===== src/rtl/rxff_pkg.sv =====
// ----------------------------------------------------------------------------
// rxff_pkg
// Shared types and constants of the receive fifo with xon/xoff flow control.
// ----------------------------------------------------------------------------
`default_nettype none

package rxff_pkg;

    localparam int unsigned THR_W = 7;

    localparam logic [THR_W-1:0] XOFF_THR_RESET = 7'd48;
    localparam logic [THR_W-1:0] XON_THR_RESET  = 7'd20;

    // register map, index of each register
    localparam logic REG_XOFF_THR = 1'b0;
    localparam logic REG_XON_THR  = 1'b1;

    localparam logic ACT_PUSH = 1'b0;
    localparam logic ACT_POP  = 1'b1;

    localparam logic [1:0] FLOW_NONE = 2'd0;
    localparam logic [1:0] FLOW_XOFF = 2'd1;
    localparam logic [1:0] FLOW_XON  = 2'd2;

    typedef struct packed {
        logic       action;
        logic [7:0] data_byte;
    } t_in_beat;

    typedef struct packed {
        logic [7:0]       pop_data;
        logic             pop_valid;
        logic [1:0]       flow_send;
        logic             overflow;
        logic [THR_W-1:0] fill_level;
    } t_out_beat;

endpackage

`default_nettype wire


===== src/rtl/rx_fifo_xon_xoff_flow_control.sv =====
// ----------------------------------------------------------------------------
// rx_fifo_xon_xoff_flow_control
// Receive byte ring fifo that requests xoff/xon from the far end by fill level.
// ----------------------------------------------------------------------------
// Each input beat is a push of one byte or a pop of the oldest byte, and
// gives exactly one result beat in the cycle after it is taken. One beat can be
// taken every cycle: the byte store is a single memory with one write port
// and one registered read port, and a pop issues its read in the same cycle
// the beat is taken, so the popped byte is ready with the result. The input
// stalls only while a result is held by a stalled output. A push into a full
// fifo is dropped and flagged overflow; a pop from an empty fifo returns
// pop_valid low. XOFF is requested when the fill level rises above
// xoff_threshold while flow is on, XON when it falls below xon_threshold
// while flow is off. Thresholds sit at byte addresses 0 and 4 and should be
// written only while no beat is in flight.
`default_nettype none

module rx_fifo_xon_xoff_flow_control
    import rxff_pkg::*;
#(
    parameter int unsigned FIFO_DEPTH = 64
) (
    input  wire logic        i_clk,
    input  wire logic        i_rst_n,

    input  wire logic        i_in_valid,
    output logic             o_in_stall,
    input  wire t_in_beat    i_in,

    output logic             o_out_valid,
    input  wire logic        i_out_stall,
    output t_out_beat        o_out,

    input  wire logic        psel,
    input  wire logic        penable,
    input  wire logic        pwrite,
    input  wire logic [2:0]  paddr,
    input  wire logic [31:0] pwdata,
    output logic [31:0]      prdata,
    output logic             pready
);

    localparam int unsigned AW   = $clog2(FIFO_DEPTH);
    localparam int unsigned CW   = $clog2(FIFO_DEPTH + 1);
    localparam int unsigned CMPW = (CW > THR_W) ? CW : THR_W;

    localparam logic [AW-1:0]   LAST_IDX = AW'(FIFO_DEPTH - 1);
    localparam logic [CMPW-1:0] FULL_OCC = CMPW'(FIFO_DEPTH);

    // configuration
    logic [THR_W-1:0] r_xoff_thr;
    logic [THR_W-1:0] r_xon_thr;
    logic             w_cfg_we;

    assign pready   = 1'b1;
    assign w_cfg_we = psel & penable & pwrite;

    always_ff @(posedge i_clk) begin
        if (!i_rst_n) begin
            r_xoff_thr <= XOFF_THR_RESET;
            r_xon_thr  <= XON_THR_RESET;
        end else if (w_cfg_we) begin
            case (paddr[2])
                REG_XOFF_THR: r_xoff_thr <= pwdata[THR_W-1:0];
                REG_XON_THR:  r_xon_thr  <= pwdata[THR_W-1:0];
                default:      r_xoff_thr <= r_xoff_thr;
            endcase
        end
    end

    always_comb begin
        prdata = '0;
        case (paddr[2])
            REG_XOFF_THR: prdata[THR_W-1:0] = r_xoff_thr;
            REG_XON_THR:  prdata[THR_W-1:0] = r_xon_thr;
            default:      prdata = '0;
        endcase
    end

    // fifo control state
    logic [AW-1:0] r_wr_idx, n_wr_idx;
    logic [AW-1:0] r_rd_idx, n_rd_idx;
    logic [CW-1:0] r_occ, n_occ;
    logic          r_flow_en, n_flow_en;
    logic          r_out_valid, n_out_valid;
    t_out_beat     r_res, n_res;

    logic [7:0]    r_mem [FIFO_DEPTH];
    logic [7:0]    r_rd_data;

    logic            w_acc;
    logic            w_we;
    logic            w_re;
    logic [CMPW-1:0] w_occ_ext;
    logic [CMPW-1:0] w_occ_inc;
    logic [CMPW-1:0] w_occ_dec;

    assign o_in_stall = r_out_valid & i_out_stall;
    assign w_acc      = i_in_valid & ~o_in_stall;
    assign w_occ_ext  = CMPW'(r_occ);
    assign w_occ_inc  = w_occ_ext + CMPW'(1);
    assign w_occ_dec  = w_occ_ext - CMPW'(1);

    always_comb begin
        n_wr_idx  = r_wr_idx;
        n_rd_idx  = r_rd_idx;
        n_occ     = r_occ;
        n_flow_en = r_flow_en;
        w_we      = 1'b0;
        w_re      = 1'b0;
        n_res     = r_res;
        if (w_acc) begin
            n_res            = '0;
            n_res.fill_level = w_occ_ext[THR_W-1:0];
            if (i_in.action == ACT_PUSH) begin
                if (w_occ_ext == FULL_OCC) begin
                    n_res.overflow = 1'b1;
                end else begin
                    w_we             = 1'b1;
                    n_wr_idx         = (r_wr_idx == LAST_IDX) ? '0 : r_wr_idx + AW'(1);
                    n_occ            = w_occ_inc[CW-1:0];
                    n_res.fill_level = w_occ_inc[THR_W-1:0];
                    if (r_flow_en && (w_occ_inc > CMPW'(r_xoff_thr))) begin
                        n_flow_en       = 1'b0;
                        n_res.flow_send = FLOW_XOFF;
                    end
                end
            end else if (r_occ != '0) begin
                // byte arrives from the memory read port next cycle
                w_re             = 1'b1;
                n_res.pop_valid  = 1'b1;
                n_rd_idx         = (r_rd_idx == LAST_IDX) ? '0 : r_rd_idx + AW'(1);
                n_occ            = w_occ_dec[CW-1:0];
                n_res.fill_level = w_occ_dec[THR_W-1:0];
                if (!r_flow_en && (w_occ_dec < CMPW'(r_xon_thr))) begin
                    n_flow_en       = 1'b1;
                    n_res.flow_send = FLOW_XON;
                end
            end
        end
    end

    always_comb begin
        n_out_valid = r_out_valid;
        if (w_acc) begin
            n_out_valid = 1'b1;
        end else if (!i_out_stall) begin
            n_out_valid = 1'b0;
        end
    end

    always_ff @(posedge i_clk) begin
        if (!i_rst_n) begin
            r_wr_idx    <= '0;
            r_rd_idx    <= '0;
            r_occ       <= '0;
            r_flow_en   <= 1'b1;
            r_out_valid <= 1'b0;
        end else begin
            r_wr_idx    <= n_wr_idx;
            r_rd_idx    <= n_rd_idx;
            r_occ       <= n_occ;
            r_flow_en   <= n_flow_en;
            r_out_valid <= n_out_valid;
        end
    end

    always_ff @(posedge i_clk) begin
        r_res <= n_res;
    end

    // byte store, one write and one registered read per cycle
    always_ff @(posedge i_clk) begin
        if (w_we) begin
            r_mem[r_wr_idx] <= i_in.data_byte;
        end
        if (w_re) begin
            r_rd_data <= r_mem[r_rd_idx];
        end
    end

    assign o_out_valid = r_out_valid;

    always_comb begin
        o_out          = r_res;
        o_out.pop_data = r_res.pop_valid ? r_rd_data : 8'd0;
    end

    // assertions
    a_occ_bound: assert property (@(posedge i_clk) disable iff (!i_rst_n)
        CMPW'(r_occ) <= FULL_OCC)
        else $error("fill level beyond fifo depth");

    a_empty_idx: assert property (@(posedge i_clk) disable iff (!i_rst_n)
        (r_occ == '0) |-> (r_wr_idx == r_rd_idx))
        else $error("empty fifo with read and write index apart");

    a_ovf_quiet: assert property (@(posedge i_clk) disable iff (!i_rst_n)
        (o_out_valid && o_out.overflow) |-> (!o_out.pop_valid && o_out.flow_send == FLOW_NONE))
        else $error("dropped push reported a pop or flow request");

    a_xoff_flow: assert property (@(posedge i_clk) disable iff (!i_rst_n)
        (o_out_valid && o_out.flow_send == FLOW_XOFF) |-> !r_flow_en)
        else $error("xoff sent while flow still on");

    a_stall_hold: assert property (@(posedge i_clk) disable iff (!i_rst_n)
        (r_out_valid && i_out_stall) |=> $stable(r_occ) && $stable(r_flow_en))
        else $error("fifo state moved while result was stalled");

endmodule

`default_nettype wire

===== config.mk =====
export PLATFORM = sky130hd
export DESIGN_NAME = rx_fifo_xon_xoff_flow_control
export DESIGN_NICKNAME = d
export VERILOG_FILES = /design/src/rtl/rxff_pkg.sv /design/src/rtl/rx_fifo_xon_xoff_flow_control.sv
export SDC_FILE = /design/constraint.sdc
export NUM_CORES = 1
export LEC_CHECK = 0
export BUFFER_PORTS_ARGS = -buffer_cell sky130_fd_sc_hd__buf_2
export CORE_MARGIN = 5
export CORE_UTILIZATION = 35
export CTS_BUF_LIST = sky130_fd_sc_hd__clkbuf_4 sky130_fd_sc_hd__clkbuf_8
export DETAILED_ROUTE_END_ITERATION = 7
export GPL_TIMING_DRIVEN = 0
export MAX_ROUTING_LAYER = met4
export SLEW_MARGIN = 10
export SYNTH_ARGS = -nofsm -noshare
export SYNTH_HDL_FRONTEND = slang
export SYNTH_SLANG_ARGS = --single-unit

===== constraint.sdc =====
create_clock -name i_clk -period 7.53 [get_ports i_clk]
set_input_delay 1.1295 -clock i_clk [delete_from_list [all_inputs] [get_ports i_clk]]
set_output_delay 1.1295 -clock i_clk [all_outputs]
set_load 0.02 [all_outputs]

==> results of run 1 <==
placed cells by master (no fill, tap or decap), types with 8 or more instances in the layout:
cell,count
buf_4,39
nand3b_1,9
o21ai_0,20
buf_2,66
clkinv_2,10
nor2b_1,9
nand4_1,9
mux4_2,113
xnor2_1,14
clkbuf_8,98
a22oi_1,8
inv_1,28
a21oi_1,17
a211oi_1,9
nor3_1,8
xor2_1,8
edfxtp_1,531
conb_1,26
a21boi_0,10
nand3_1,14
clkinv_1,16
o22ai_1,28
clkbuf_4,33
mux2i_1,54
nand2_1,46
dfxtp_1,35
clkbuf_1,38
ha_1,18
and2_1,17
nor2_1,94
o221ai_1,12
worst max-delay path by stage:
stage	cells past startpoint	to	slack (ns)
after detailed placement	6	r_mem[50][1]$_DFFE_PP_	3.15
after CTS	6	r_mem[50][3]$_DFFE_PP_	3.60
after global routing	6	r_mem[50][3]$_DFFE_PP_	3.40
after floorplan	5	r_mem[24][0]$_DFFE_PP_	3.99
after global placement	6	r_mem[16][7]$_DFFE_PP_	2.67
final	6	r_mem[50][3]$_DFFE_PP_	3.60
layer usage:
metal | share of wire | global-route usage | wire length, um
met5 | 0 | - | 0
met3 | 0.073 | 0.0355 | 4180
met2 | 0.48 | 0.252 | 27300
met4 | 0.032 | 0.0601 | 1810
met1 | 0.42 | 0.214 | 23700
report_power, final:
| group | leakage, uW | internal, uW | total, uW | switching (uW) |
|---|---|---|---|---|
| Sequential | 0.00507 | 3470 | 3480 | 14.1 |
| Clock | 0.000991 | 1500 | 2700 | 1200 |
| Combinational | 0.00238 | 180 | 470 | 290 |
| Total | 0.00844 | 5150 | 6650 | 1500 |
logic make-up (layout without fill, tap and decap cells):
kind of cell | after synthesis | count (layout) | synth area share
adders and majority gates | 18 | 18 | 0.00977
DFF | 566 | 566 | 0.722
buffers and inverters | 131 | 349 | 0.0291
AOI/OAI and AO/OA | 139 | 139 | 0.0431
xor gates and xnor gates | 22 | 22 | 0.00836
muxes | 175 | 175 | 0.140
and+or+nand+nor | 229 | 229 | 0.0476
other | 2 | 27 | 0.000326
registers in the layout (all words and copies together) (netlist names), 6 cells and up:
name / flops
r_xon_thr: 7
r_xoff_thr: 7
r_occ: 7
r_rd_idx: 6
r_rd_data: 8
o_out: 11
r_wr_idx: 6
r_mem: 512
critical path: cells and delay by family, from the launching register on:
kind / cells / cell delay [ns]
simple gates: 2 / 1.61
buf+inv: 2 / 0.53
fa+ha+maj: 1 / 0.33
flops: 1 / 0.40
compound gates: 1 / 0.66
cell type report:
class                           count  area (um2)  share of cell area
Clock buffer                      131        1600              0.0605
Buffer                            101         559              0.0212
Antenna cell                        1        2.50           0.0000948
Tap cell                          864        1080              0.0409
Clock inverter                     34         270              0.0102
Multi-Input combinational cell    609        5840               0.221
Timing Repair Buffer               53         295              0.0112
Sequential cell                   566       16600               0.630
Inverter                           30         113             0.00426
per-stage QoR:
step	cells	total power, uW	instance area [um2]
after detailed placement	2222	4020	24500
after floorplan	1306	3840	23100
after global placement	2220	4010	24500
after CTS	2387	6710	26400
after global routing	2389	6890	26400
final	2389	6650	26400
==> results.sh, run 1 <==
export IMPL_cpPeakStageDelay_ns=0.96
export IMPL_core_um2=65500
export IMPL_r2r_end="r_mem[50][3]$_DFFE_PP_"
export IMPL_finalWorstSetupSlack_ns=3.60
export IMPL_cts_made_buffers=91
export IMPL_hold_violations=0
export IMPL_fin_skew_ns=0.0313
export IMPL_clock_latency_ns=0.68
export IMPL_grt_setup_unrepaired="no"
export IMPL_cts_hold_buf=0
export IMPL_vias=12400
export IMPL_yosysWarningCount=0
export IMPL_hold_depth=2
export IMPL_ys_types=58
export IMPL_dp_hpwl_mm=37.1
export IMPL_ff2ff_path_depth=6
export IMPL_ir_worst_vdd_uv=116
export IMPL_status="finished clean"
export IMPL_track_usage=0.163
export IMPL_dr_first_iter_drc_count=1416
export IMPL_wire_per_inst_um=23.8
export IMPL_hold_ws_ns=0.465
export IMPL_power_leakage_uw=0.00844
export IMPL_hold_class="flip-flop to flip-flop"
export IMPL_syn_avg_cell_area_um2=18.0
export IMPL_clock_sinks=566
export IMPL_grt_first_pass_wirelength_mm=83.4
export IMPL_synthArstFlopShare=0
export IMPL_pin_count=105
export IMPL_gp_congestion=0.891
export IMPL_cts_resized=0
export IMPL_clock_path_buffers=3
export IMPL_worstPathArrival_ns=4.21
export IMPL_rr_startpoint="r_occ[0]$_SDFFE_PN0P_"
export IMPL_synthTopCellsByCount="531 x edfxtp_1, 113 x mux4_2, 94 x nor2_1"
export IMPL_crit_fanout=10
export IMPL_post_cts_buffers=0
export IMPL_vias_per_cell=5.20
export IMPL_fin_crit_sh=0.522
export IMPL_initial_core_util=0.352
export IMPL_fin_tns_setup_ns=0
export IMPL_antenna_found_initial=1
export IMPL_path_class="flip-flop to flip-flop"
export IMPL_worst_pin_slew_ns=1.29
export IMPL_cts_tree="yes"
export IMPL_yosys_area_top_type="edfxtp_1"
export IMPL_clk_pin_slew_ns=0.07
export IMPL_grt_pass1_vias=12600
export IMPL_seq_area_frac_synth=0.722
export IMPL_synth_area_leaders="edfxtp_1 69%, mux4_2 11%, dfxtp_1 3.0%, mux2i_1 2.3%, nor2_1 1.5%"
export IMPL_die_area_um2=71100
export IMPL_drc_errors=0
export IMPL_htreeDepth=3
export IMPL_regToRegSetupSlack_ns=3.60
export IMPL_yosys_most_used_dff="edfxtp_1"
export IMPL_cp_start_kind="flip-flop"
export IMPL_critPathLaunch="r_occ[0]$_SDFFE_PN0P_"
export IMPL_finalSetupViolCount=0
export IMPL_cts_root_buf="clkbuf_8"
export IMPL_maxSlewViolCount=0
export IMPL_fill_cells=5881
export IMPL_die_x_um=267
export IMPL_die_y_um=267
export IMPL_slowest_stage="nor2_1"
export IMPL_dp_slack_ns=3.15
export IMPL_fin_nets=1521
export IMPL_grt_start_max_net_pins=65
export IMPL_io_buffers=50
export IMPL_yosys_register_bits=566
export IMPL_overflow=0
export IMPL_synthToLayoutAreaGrowth_pct=14.5
export IMPL_hold_start="r_xoff_thr[1]$_SDFFE_PN0P_"
export IMPL_synth_top_area_share=0.692
export IMPL_yosysMostFrequentCell="edfxtp_1"
export IMPL_layout_min_cycle_time_ns=3.93
export IMPL_fmax_mhz=254
export IMPL_finalWirelength_mm=57.0
export IMPL_ant_nets=0
export IMPL_synth_edff_count=531
export IMPL_min_to="r_xoff_thr[1]$_SDFFE_PN0P_"
export IMPL_synth_area_um2=23100
export IMPL_required_ns=7.80
export IMPL_p_per_area_nw_per_um2=252
export IMPL_drv_cap=0
export IMPL_syn_instance_count=1282
export IMPL_layout_drive_gt1_share=0.259
export IMPL_cp_end_kind="flip-flop"
export IMPL_utilization=0.403
export IMPL_max_slew_margin=0.134
export IMPL_first_pass_iters=7
export IMPL_cp_cell_sequence="clkbuf_1 -> inv_1 -> ha_1 -> a311oi_4 -> nand3_1 -> nor2_1"
export IMPL_std_cell_rows=94
Power figures use the tool's default switching activity.
==> run 2, diff against run 1 <==
ABC_AREA = 1   (was not set)
clock period = 3.4 ns   (was 7.53 ns; I/O delays follow)
==> run 2 against run 1 <==
Against the previous run: area after synthesis rose by 8.2%; first-iteration DRC count rose by 35%; power rose by 130%; critical endpoint is now r_mem[2][0]$_DFFE_PP_; core utilization rose by 0.10 points; setup slack got worse by 3.4 ns; sequential power rose by 120%; clock power rose by 130%.
==> results.sh, run 2 <==
export IMPL_ir_worst_vdd_uv=301
export IMPL_finalSetupViolCount=0
export IMPL_hold_depth=3
export IMPL_final_cells=3671
export IMPL_cts_root_buf="clkbuf_8"
export IMPL_placed_cells=3496
export IMPL_seq_area_frac_synth=0.667
export IMPL_synth_top_area_share=0.639
export IMPL_overflow=0
export IMPL_post_cts_buffers=0
export IMPL_max_slew_margin=0.290
export IMPL_multi_input_area_um2=6440
export IMPL_final_cell_mix="738 x nand2_1, 531 x edfxtp_1, 300 x inv_1, 262 x nand3_1, 247 x nor2_1"
export IMPL_final_seq_area_um2=16600
export IMPL_die_area_um2=76700
export IMPL_dr_first_iter_drc_count=1918
export IMPL_cp_end_kind="flip-flop"
export IMPL_yosys_register_bits=566
export IMPL_synth_area_um2=24900
export IMPL_fin_nets=2721
export IMPL_die_x_um=277
export IMPL_path_class="flip-flop to flip-flop"
export IMPL_layout_min_cycle_time_ns=3.19
export IMPL_cts_hold_buf=0
export IMPL_cts_resized=0
export IMPL_grt_first_pass_wirelength_mm=105
export IMPL_rr_startpoint="r_occ[0]$_SDFFE_PN0P_"
export IMPL_pin_count=105
export IMPL_dp_hpwl_mm=45.5
export IMPL_dp_slack_ns=0.280
export IMPL_finalWirelength_mm=70.9
export IMPL_power_leakage_uw=0.0116
export IMPL_worstPathArrival_ns=3.50
export IMPL_std_cell_rows=97
export IMPL_io_buffers=51
export IMPL_clock_latency_ns=0.69
export IMPL_synthArstFlopShare=0
export IMPL_yosysWarningCount=0
export IMPL_largest_register="r_mem"
export IMPL_clock_path_buffers=3
export IMPL_worst_pin_slew_ns=1.06
export IMPL_placed_area_um2=26500
export IMPL_maxSlewViolCount=0
export IMPL_die_y_um=277
export IMPL_clock_sinks=566
export IMPL_ff2ff_path_depth=8
export IMPL_yosys_most_used_dff="edfxtp_1"
export IMPL_grt_start_max_net_pins=65
export IMPL_cp_start_kind="flip-flop"
export IMPL_initial_core_util=0.354
export IMPL_fin_area_um2=28400
export IMPL_drc_errors=0
export IMPL_ys_types=31
export IMPL_hold_violations=0
export IMPL_clk_pin_slew_ns=0.06
export IMPL_largest_reg_flops=512
export IMPL_status="finished clean"
export IMPL_fmax_mhz=314
export IMPL_ant_nets=0
export IMPL_p_per_area_nw_per_um2=537
export IMPL_wire_per_inst_um=19.3
export IMPL_syn_instance_count=2479
export IMPL_yosys_area_top_type="edfxtp_1"
export IMPL_fin_skew_ns=0.0373
export IMPL_core_um2=70400
export IMPL_regToRegSetupSlack_ns=0.21
export IMPL_gp_congestion=0.909
export IMPL_cts_tree="yes"
export IMPL_drv_cap=0
export IMPL_synth_area_leaders="edfxtp_1 64%, nand2_1 11%, nand3_1 5.3%, inv_1 4.5%, nor2_1 3.7%"
export IMPL_grt_pass1_vias=16600
export IMPL_synth_edff_count=531
export IMPL_yosysMostFrequentCell="nand2_1"
export IMPL_htreeDepth=3
export IMPL_hold_class="input port to flip-flop"
export IMPL_fin_crit_sh=0.938
export IMPL_min_to="r_xon_thr[4]$_SDFFE_PN1P_"
export IMPL_required_ns=3.71
export IMPL_final_common_cell="nand2_1"
export IMPL_vias=17700
export IMPL_finalWorstSetupSlack_ns=0.210
export IMPL_hold_start="pwdata[4]"
export IMPL_fin_tns_setup_ns=0
export IMPL_track_usage=0.184
export IMPL_syn_avg_cell_area_um2=10.1
export IMPL_r2r_end="r_mem[2][0]$_DFFE_PP_"
export IMPL_vias_per_cell=4.82
export IMPL_synthTopCellsByCount="738 x nand2_1, 531 x edfxtp_1, 300 x inv_1"
export IMPL_first_pass_iters=6
export IMPL_synthToLayoutAreaGrowth_pct=14.0
export IMPL_grt_setup_unrepaired="no"
export IMPL_cts_made_buffers=94
export IMPL_utilization=0.404
export IMPL_fill_cells=6868
export IMPL_layout_drive_gt1_share=0.118
export IMPL_crit_fanout=10
export IMPL_antenna_found_initial=1
==> run 2: layer usage <==
metal	global-route usage	routed length, um
met5	-	0
met4	0.0498	1650
met3	0.0361	5660
met2	0.285	32600
met1	0.252	31000
==> run 2: cell families after synthesis <==
group | after synthesis | share of synthesized area
simple gates | 1273 | 0.207
flops | 566 | 0.667
buf+inv | 446 | 0.0784
compound gates | 160 | 0.0328
fa+ha+maj | 18 | 0.00903
xor+xnor | 14 | 0.00492
other cells | 2 | 0.000301
==> run 2: worst max path at each step <==
stage | startpoint | end | slack [ns] | cells after the start
5_1_grt | r_occ[0]$_SDFFE_PN0P_ | r_mem[2][0]$_DFFE_PP_ | 0.02 | 8
4_1_cts | r_occ[0]$_SDFFE_PN0P_ | r_mem[2][3]$_DFFE_PP_ | 0.26 | 8
3_3_place_gp | i_out_stall | r_mem[15][3]$_DFFE_PP_ | 0.14 | 6
3_5_place_dp | r_occ[0]$_SDFFE_PN0P_ | r_mem[2][3]$_DFFE_PP_ | 0.28 | 8
6_report | r_occ[0]$_SDFFE_PN0P_ | r_mem[2][0]$_DFFE_PP_ | 0.21 | 8
2_1_floorplan | i_out_stall | r_mem[15][0]$_DFFE_PP_ | 1.10 | 5
==> run 2: worst max-delay path, stage by stage (launching register included) <==
cell and delay (ns):
dfxtp_1 0.48, inv_1 0.13, ha_1 0.24, nand4_1 0.16, nand2_2 0.15, nor2_4 0.19, buf_4 0.19, nand2_1 0.44
nor2_1 0.84
==> run 2: stage by stage <==
stage	total power, uW	hold slack [ns]
floorplan	8720	0.443
global placement	9300	0.470
detailed placement	9310	0.471
CTS	15300	0.0252
global route	15800	0.0670
finish	15300	0.0772
==> run 2: power by group <==
part	leakage, uW	internal (uW)	switching, uW
registers	0.00507	7680	31.2
logic	0.00556	400	1070
clock network	0.00100	3280	2810
==> run 2: final cells by class <==
cell class                 instances  share of cell area
tap                              940              0.0414
inverter                         307              0.0405
timing repair buffer              53              0.0110
multi-input combinational       1491               0.227
sequential                       566               0.585
clock buffer                     130              0.0574
clock inverter                    43             0.00946
buffer                           139              0.0282
antenna                            2            0.000176
